### src/rtl/irfb_pkg.sv
`timescale 1ns / 1ps
// ---------------------------------------------------------------------------
// irfb_pkg: shared types and constants for the integer ratio float bounds block
// This package holds the payload structs and the single-precision constants.
// ---------------------------------------------------------------------------
package irfb_pkg;
    localparam int IntWidthDef = 32;
    localparam int SigBits     = 24;
    localparam int FracBits    = 23;
    localparam int ExpBias     = 127;
    localparam logic [7:0] ExpInf = 8'hFF;

    typedef struct packed {
        logic signed [31:0] numerator;
        logic signed [31:0] denominator;
    } t_in_item;

    typedef struct packed {
        logic [7:0]  lower_exponent;
        logic [22:0] lower_fraction;
        logic [7:0]  upper_exponent;
        logic [22:0] upper_fraction;
        logic        quotient_exact;
        logic        divide_by_zero;
    } t_out_item;
endpackage

### src/rtl/irfb_front.sv
`timescale 1ns / 1ps
// ---------------------------------------------------------------------------
// irfb_front: operand magnitude and alignment
// Takes magnitudes, finds their bit lengths and aligns the shorter operand to the longer.
// Two register stages.
// ---------------------------------------------------------------------------
module irfb_front #(
    parameter int INT_WIDTH = irfb_pkg::IntWidthDef
) (
    input  logic                   i_clk,
    input  logic                   i_rst_n,
    input  logic                   i_en,
    input  logic                   i_valid,
    input  irfb_pkg::t_in_item     i_item,
    output logic                   o_valid,
    output logic [INT_WIDTH:0]     o_num,
    output logic [INT_WIDTH:0]     o_den,
    output logic signed [7:0]      o_exp,
    output logic                   o_zero_num,
    output logic                   o_zero_den
);
    import irfb_pkg::*;

    localparam int LW = $clog2(INT_WIDTH + 1);

    // stage a: magnitudes and bit lengths
    logic [INT_WIDTH-1:0] n_a, n_b;
    logic [LW-1:0]        n_la, n_lb;
    logic [INT_WIDTH-1:0] r_a, r_b;
    logic [LW-1:0]        r_la, r_lb;
    logic                 r_va;

    function automatic logic [INT_WIDTH-1:0] mag(input logic [INT_WIDTH-1:0] v);
        mag = v[INT_WIDTH-1] ? (~v + 1'b1) : v;
    endfunction

    function automatic logic [LW-1:0] blen(input logic [INT_WIDTH-1:0] v);
        blen = '0;
        for (int i = 0; i < INT_WIDTH; i++) begin
            if (v[i]) blen = LW'(i + 1);
        end
    endfunction

    always_comb begin
        n_a  = mag(i_item.numerator[INT_WIDTH-1:0]);
        n_b  = mag(i_item.denominator[INT_WIDTH-1:0]);
        n_la = blen(n_a);
        n_lb = blen(n_b);
    end

    always_ff @(posedge i_clk) begin
        if (!i_rst_n) begin
            r_va <= 1'b0;
        end else if (i_en) begin
            r_va <= i_valid;
        end
    end

    always_ff @(posedge i_clk) begin
        if (i_en) begin
            r_a  <= n_a;
            r_b  <= n_b;
            r_la <= n_la;
            r_lb <= n_lb;
        end
    end

    // stage b: align so that num / den lies in [1, 2)
    logic [INT_WIDTH:0] n_num, n_den, sn, sd;
    logic signed [7:0]  n_exp, k;

    always_comb begin
        k  = 8'($signed({1'b0, r_la})) - 8'($signed({1'b0, r_lb}));
        sn = {1'b0, r_a};
        sd = {1'b0, r_b};
        if (r_la >= r_lb) begin
            sd = sd << (r_la - r_lb);
        end else begin
            sn = sn << (r_lb - r_la);
        end
        n_exp = k;
        n_num = sn;
        n_den = sd;
        if (sn < sd) begin
            n_num = sn << 1;
            n_exp = k - 8'sd1;
        end
    end

    always_ff @(posedge i_clk) begin
        if (!i_rst_n) begin
            o_valid <= 1'b0;
        end else if (i_en) begin
            o_valid <= r_va;
        end
    end

    always_ff @(posedge i_clk) begin
        if (i_en) begin
            o_num      <= n_num;
            o_den      <= n_den;
            o_exp      <= n_exp;
            o_zero_num <= (r_a == '0);
            o_zero_den <= (r_b == '0);
        end
    end
endmodule

### src/rtl/irfb_div.sv
`timescale 1ns / 1ps
// ---------------------------------------------------------------------------
// irfb_div: pipelined restoring divider
// Produces the 24 significand bits, four bits per register stage.
// ---------------------------------------------------------------------------
module irfb_div #(
    parameter int INT_WIDTH = irfb_pkg::IntWidthDef
) (
    input  logic                 i_clk,
    input  logic                 i_rst_n,
    input  logic                 i_en,
    input  logic                 i_valid,
    input  logic [INT_WIDTH:0]   i_num,
    input  logic [INT_WIDTH:0]   i_den,
    input  logic signed [7:0]    i_exp,
    input  logic                 i_zero_num,
    input  logic                 i_zero_den,
    output logic                 o_valid,
    output logic [23:0]          o_sig,
    output logic                 o_rem_zero,
    output logic signed [7:0]    o_exp,
    output logic                 o_zero_num,
    output logic                 o_zero_den
);
    import irfb_pkg::*;

    localparam int BitsPerStage = 4;
    localparam int Stages = SigBits / BitsPerStage;
    localparam int RW = INT_WIDTH + 2;

    // stage registers, index s holds the output of stage s
    logic              r_v   [Stages];
    logic [RW-1:0]     r_rem [Stages];
    logic [RW-1:0]     r_den [Stages];
    logic [23:0]       r_sig [Stages];
    logic signed [7:0] r_exp [Stages];
    logic              r_zn  [Stages];
    logic              r_zd  [Stages];

    for (genvar s = 0; s < Stages; s++) begin : g_stage
        logic              v_in;
        logic [RW-1:0]     rem_in;
        logic [RW-1:0]     den_in;
        logic [23:0]       sig_in;
        logic signed [7:0] exp_in;
        logic              zn_in;
        logic              zd_in;
        logic [RW-1:0]     n_rem;
        logic [23:0]       n_sig;

        if (s == 0) begin : g_first
            assign v_in   = i_valid;
            assign rem_in = {1'b0, i_num};
            assign den_in = {1'b0, i_den};
            assign sig_in = '0;
            assign exp_in = i_exp;
            assign zn_in  = i_zero_num;
            assign zd_in  = i_zero_den;
        end else begin : g_next
            assign v_in   = r_v[s-1];
            assign rem_in = r_rem[s-1];
            assign den_in = r_den[s-1];
            assign sig_in = r_sig[s-1];
            assign exp_in = r_exp[s-1];
            assign zn_in  = r_zn[s-1];
            assign zd_in  = r_zd[s-1];
        end

        always_comb begin
            n_rem = rem_in;
            n_sig = sig_in;
            for (int j = 0; j < BitsPerStage; j++) begin
                n_sig = n_sig << 1;
                if (n_rem >= den_in) begin
                    n_sig[0] = 1'b1;
                    n_rem    = n_rem - den_in;
                end
                n_rem = n_rem << 1;
            end
        end

        always_ff @(posedge i_clk) begin
            if (!i_rst_n) begin
                r_v[s] <= 1'b0;
            end else if (i_en) begin
                r_v[s] <= v_in;
            end
        end

        always_ff @(posedge i_clk) begin
            if (i_en) begin
                r_rem[s] <= n_rem;
                r_den[s] <= den_in;
                r_sig[s] <= n_sig;
                r_exp[s] <= exp_in;
                r_zn[s]  <= zn_in;
                r_zd[s]  <= zd_in;
            end
        end
    end

    assign o_valid    = r_v[Stages-1];
    assign o_sig      = r_sig[Stages-1];
    assign o_rem_zero = (r_rem[Stages-1] == '0);
    assign o_exp      = r_exp[Stages-1];
    assign o_zero_num = r_zn[Stages-1];
    assign o_zero_den = r_zd[Stages-1];
endmodule

### src/rtl/irfb_round.sv
`timescale 1ns / 1ps
// ---------------------------------------------------------------------------
// irfb_round: directed rounding and result packing
// Forms both bounds and the special-case patterns into one register stage.
// ---------------------------------------------------------------------------
module irfb_round (
    input  logic                 i_clk,
    input  logic                 i_rst_n,
    input  logic                 i_en,
    input  logic                 i_valid,
    input  logic [23:0]          i_sig,
    input  logic                 i_rem_zero,
    input  logic signed [7:0]    i_exp,
    input  logic                 i_zero_num,
    input  logic                 i_zero_den,
    output logic                 o_valid,
    output irfb_pkg::t_out_item  o_item
);
    import irfb_pkg::*;

    t_out_item  n_item;
    logic [24:0] up;
    logic [7:0]  le;

    always_comb begin
        le = 8'(i_exp + 8'sd127);
        up = {1'b0, i_sig} + 25'(!i_rem_zero);
        n_item = '0;
        if (i_zero_den) begin
            n_item.lower_exponent = ExpInf;
            n_item.upper_exponent = ExpInf;
            n_item.divide_by_zero = 1'b1;
        end else if (i_zero_num) begin
            n_item.quotient_exact = 1'b1;
        end else begin
            n_item.lower_exponent = le;
            n_item.lower_fraction = i_sig[22:0];
            n_item.quotient_exact = i_rem_zero;
            if (up[24]) begin
                n_item.upper_exponent = le + 8'd1;
                n_item.upper_fraction = up[23:1];
            end else begin
                n_item.upper_exponent = le;
                n_item.upper_fraction = up[22:0];
            end
        end
    end

    always_ff @(posedge i_clk) begin
        if (!i_rst_n) begin
            o_valid <= 1'b0;
        end else if (i_en) begin
            o_valid <= i_valid;
        end
    end

    always_ff @(posedge i_clk) begin
        if (i_en) begin
            o_item <= n_item;
        end
    end
endmodule

### src/rtl/int_ratio_float_bounds.sv
`timescale 1ns / 1ps
// ---------------------------------------------------------------------------
// int_ratio_float_bounds: single-precision bounds of an integer ratio
// Gives |num|/|den| rounded toward and away from zero, plus exact and
// divide-by-zero flags.
// ---------------------------------------------------------------------------
// usage
//   input channel: i_valid / o_stall with payload i_item (numerator,
//   denominator); a transfer happens when i_valid is high and o_stall low
//   output channel: o_valid / i_stall with payload o_item; a transfer
//   happens when o_valid is high and i_stall low
//   pipeline: two front stages, six divider stages of four quotient
//   bits and one rounding stage between input transfer and result valid
//   throughput: one item per cycle unless stalled (pipelined divider)
//   stall: the whole pipeline freezes while a valid result waits under
//   i_stall; bubbles are held as well, so o_stall is high exactly then
//   reset: all valid bits clear, no item is in flight afterwards
// ---------------------------------------------------------------------------
module int_ratio_float_bounds #(
    parameter int INT_WIDTH = irfb_pkg::IntWidthDef
) (
    input  logic                 i_clk,
    input  logic                 i_rst_n,
    input  logic                 i_valid,
    output logic                 o_stall,
    input  irfb_pkg::t_in_item   i_item,
    output logic                 o_valid,
    input  logic                 i_stall,
    output irfb_pkg::t_out_item  o_item
);
    import irfb_pkg::*;

    logic en;

    logic                 f_v, f_zn, f_zd;
    logic [INT_WIDTH:0]   f_num, f_den;
    logic signed [7:0]    f_exp;

    logic                 d_v, d_rz, d_zn, d_zd;
    logic [23:0]          d_sig;
    logic signed [7:0]    d_exp;

    // pipeline advances unless the held result is blocked
    assign en      = !(o_valid && i_stall);
    assign o_stall = !en;

    irfb_front #(.INT_WIDTH(INT_WIDTH)) u_front (
        .i_clk      (i_clk),
        .i_rst_n    (i_rst_n),
        .i_en       (en),
        .i_valid    (i_valid),
        .i_item     (i_item),
        .o_valid    (f_v),
        .o_num      (f_num),
        .o_den      (f_den),
        .o_exp      (f_exp),
        .o_zero_num (f_zn),
        .o_zero_den (f_zd)
    );

    irfb_div #(.INT_WIDTH(INT_WIDTH)) u_div (
        .i_clk      (i_clk),
        .i_rst_n    (i_rst_n),
        .i_en       (en),
        .i_valid    (f_v),
        .i_num      (f_num),
        .i_den      (f_den),
        .i_exp      (f_exp),
        .i_zero_num (f_zn),
        .i_zero_den (f_zd),
        .o_valid    (d_v),
        .o_sig      (d_sig),
        .o_rem_zero (d_rz),
        .o_exp      (d_exp),
        .o_zero_num (d_zn),
        .o_zero_den (d_zd)
    );

    irfb_round u_round (
        .i_clk      (i_clk),
        .i_rst_n    (i_rst_n),
        .i_en       (en),
        .i_valid    (d_v),
        .i_sig      (d_sig),
        .i_rem_zero (d_rz),
        .i_exp      (d_exp),
        .i_zero_num (d_zn),
        .i_zero_den (d_zd),
        .o_valid    (o_valid),
        .o_item     (o_item)
    );
endmodule
### config.mk
export PLATFORM = sky130hd
export DESIGN_NAME = int_ratio_float_bounds
export DESIGN_NICKNAME = d
export VERILOG_FILES = /design/src/rtl/irfb_pkg.sv /design/src/rtl/irfb_front.sv /design/src/rtl/irfb_div.sv /design/src/rtl/irfb_round.sv /design/src/rtl/int_ratio_float_bounds.sv
export SDC_FILE = /design/constraint.sdc
export NUM_CORES = 2
export LEC_CHECK = 0
export ABC_AREA = 0
export ABC_CLOCK_PERIOD_IN_PS = 68000
export BUFFER_PORTS_ARGS = -buffer_cell sky130_fd_sc_hd__buf_2
export CAP_MARGIN = 15
export CORE_UTILIZATION = 70
export CTS_CLUSTER_SIZE = 16
export DETAILED_ROUTE_END_ITERATION = 6
export GPL_ROUTABILITY_DRIVEN = 0
export PLACE_DENSITY_LB_ADDON = 0.3
export SLEW_MARGIN = 30
export SYNTH_ARGS = -nofsm -noshare
export SYNTH_HDL_FRONTEND = slang
export SYNTH_SLANG_ARGS = --single-unit
### constraint.sdc
create_clock -name i_clk -period 68 [get_ports i_clk]
set_input_delay 13.6 -clock i_clk [delete_from_list [all_inputs] [get_ports i_clk]]
set_output_delay 13.6 -clock i_clk [all_outputs]
set_load 0.05 [all_outputs]
==> results.ini <==
[setup_path]
path_max_fanout=56
cp_common_cell=buf_2
crit_required_ns=54.40
r2r_slack_ns=51.20
rr_startpoint=u_front.o_den[1]
worst-setup-path-type=input pin to primary output
cp_slowest_cell=nand2_4
cpPeakStageDelay_ns=0.50
rr_worst_depth=51
end_kind=primary output
crit_path_start_kind=input pin
worstPathArrival_ns=14.73
critPathLaunch=i_stall
r2r_end=u_div.r_rem[0][2]
path_cells=buf_2, nand2_4, inv_1, buf_2

[timing]
tns_ns=0
whs_ns=0.375
rsz0062_at_grt=no
fmax_mhz=35.3
finalHoldViolCount=0
worst_pin_slew_ns=0.978
drv_slew=0
max_slew_margin_pct=33.1
skew_ns=0.0519
post-route-min-period_ns=28.33
finalSetupViolations=0
finalCritPeriodShare_pct=41.7

[logic_synthesis]
syn_area_sq_um=78100
synth_cells=8840
ys_seq_area_share_pct=28.1
synth_fp_nets=9740
synth_edf_count=728
ys_seq_elements=732
synth_cell_types=114
ys_async_sr_fraction_pct=0
avgSynthCellArea_sq_um=8.83
ys.flop_type=edfxtp_1
ys_warn_count=0

[hold_path]
holdPathStages=0
hold_path_class=register to register
min-delay-start=u_div.r_sig[3][4]
min_delay_worst_endpoint=u_div.r_sig[4][8]

[routing]
drtIter0Drc=8095
via_count=71200
routed_wl_um=224000
via_per_inst=6.83
drc=4
first_pass_iters=7
ant_nets=0
wl_per_cell_um=21.5

[die]
die_h_um=336
placementRows=122
die-area_sq_um=113000
start_util_pct=70.6
coreArea_sq_um=111000
ioPinCount=134
die_w_um=336

[finish]
mostFrequentLayoutCells=872 x a21oi_1, 822 x ha_1, 728 x edfxtp_1
multiInputGateArea_sq_um=53300
final_nets=9764
drive_above_1_share_pct=10.6
antennaDiodeCount=0
ff_latch_area_sq_um=21900
syn_to_final_growth_pct=6.48
mostFrequentLayoutCell=a21oi_1
num-fill-cells=7698

[global_routing]
grt_max_degree=201
grt_overflow=0
grt_pass1_vias=66800
grt_first_pass_wirelength_um=346000
antenna_found_initial=5
grt_use_total_pct=38.0

[clock_network]
numCtsBuffers=83
cts_root_buf=clkbuf_16
postCtsSetupBuffers=0
cts_max_path_buffers=3
path_clk_slew_ns=0.08
cts_num_sinks=732
post_cts_resized=0
clkLatencyLatePin_ns=0.71
hold_buffers=0
cts_tree=done
htreeDepth=3

[placed_design]
dpl.hpwl_um=171000
io_buffers=133

[status]
violations=design-rule violations
outcome=finished, violations left

[run]
maxCapViolCount=0

[layer usage]
metal | vias up | GRT usage, % | part of all wire [%]
li1 | 33100 | - | -
met1 | 33300 | 47.3 | 39
met2 | 3881 | 62.0 | 46
met3 | 990 | 6.38 | 9.4
met4 | 2 | 22.7 | 6.4
met5 | - | 0 | 0.0054
[state kept, by name, indices dropped and copies added (netlist names)]
register / flops
u_front.r_b: 32
u_front.r_lb: 6
u_div.r_zd: 6
u_front.o_den: 33
u_div.r_v: 6
u_front.o_num: 33
u_round.o_valid: 1
u_round.o_item: 64
u_front.o_zero_num: 1
u_div.r_exp: 48
u_front.o_exp: 8
u_div.r_sig: 84
u_front.r_va: 1
u_div.r_zn: 6
u_div.r_den: 165
u_div.r_rem: 198
u_front.r_la: 6
u_front.o_zero_den: 1
u_front.o_valid: 1
u_front.r_a: 32
[stage by stage]
stage	cell area, sq um	utilization (%)	worst slack, ns	cells
2_1_floorplan	78100	-	19.82	8840
3_3_place_gp	80100	72.4	39.68	10300
3_5_place_dp	80100	72.4	39.64	10300
4_1_cts	83000	75.0	39.64	10400
5_1_grt	83100	75.1	39.57	10400
6_report	83100	75.1	39.67	10400
[synth_stat cells, types with 19 or more instances]
master      n  share of area, %
nor2b_1   100              0.80
ha_1      823                13
o31ai_1    76              0.73
o21a_1    130               1.2
a31oi_1    77              0.62
buf_1      32              0.15
o31a_1     19              0.21
and4_1     32              0.36
nand4_1   114              0.91
a21o_1    382               3.7
a22oi_1    37              0.36
and3_1     77              0.62
nor2_1    673               3.2
or2_2      46              0.37
mux2_2    455               6.6
xor2_1    244               2.7
o22ai_1    20              0.16
mux4_2     24              0.69
clkbuf_1  160              0.77
nand3_1   153              0.98
xnor2_1   523               5.9
edfxtp_1  728                28
a211oi_1   85              0.82
o21bai_1  118               1.1
o211ai_1   52              0.50
a31o_2     24              0.27
a21oi_1   874               5.6
nor3_1    156               1.0
mux2i_1    90               1.2
nand2_1   633               3.0
nand2b_1  112              0.90
buf_2      47              0.30
and2_1     65              0.52
a211o_1    37              0.42
a21boi_0   36              0.35
inv_1     523               2.5
o21ai_0   575               3.7
nor4_1     59              0.47
or3_1      50              0.40
[cells by family after synthesis]
group	count (synthesis)	synth area share [%]
XOR/XNOR	767	8.60
buffers and inverters	775	3.83
adder cells (fa/ha/maj)	832	13.4
AND/OR/NAND/NOR	2352	14.5
AO/OA/AOI/OAI	2794	22.8
multiplexers	588	8.72
flip-flops	732	28.1
[critical path, delay by kind of cell]
family	cells	cell delay (ns)
simple gates	1	0.50
buf+inv	3	0.63
[how the worst max path moves through the flow]
stage / to / slack (ns)
after floorplan: o_stall / 19.82
after global placement: o_stall / 39.68
after detailed placement: o_stall / 39.64
after CTS: o_stall / 39.64
after global routing: o_stall / 39.57
final: o_stall / 39.67
[final cells by class]
class	instances	share of cell area [%]
Multi-Input combinational cell	7333	64.2
Sequential cell	732	26.4
Clock inverter	57	0.915
Tap cell	1488	2.24
Timing Repair Buffer	184	1.34
Inverter	530	2.39
Clock buffer	97	2.56
Power is not shown: default switching activity piles up to over one toggle a cycle in this logic, so the estimate is an artifact.
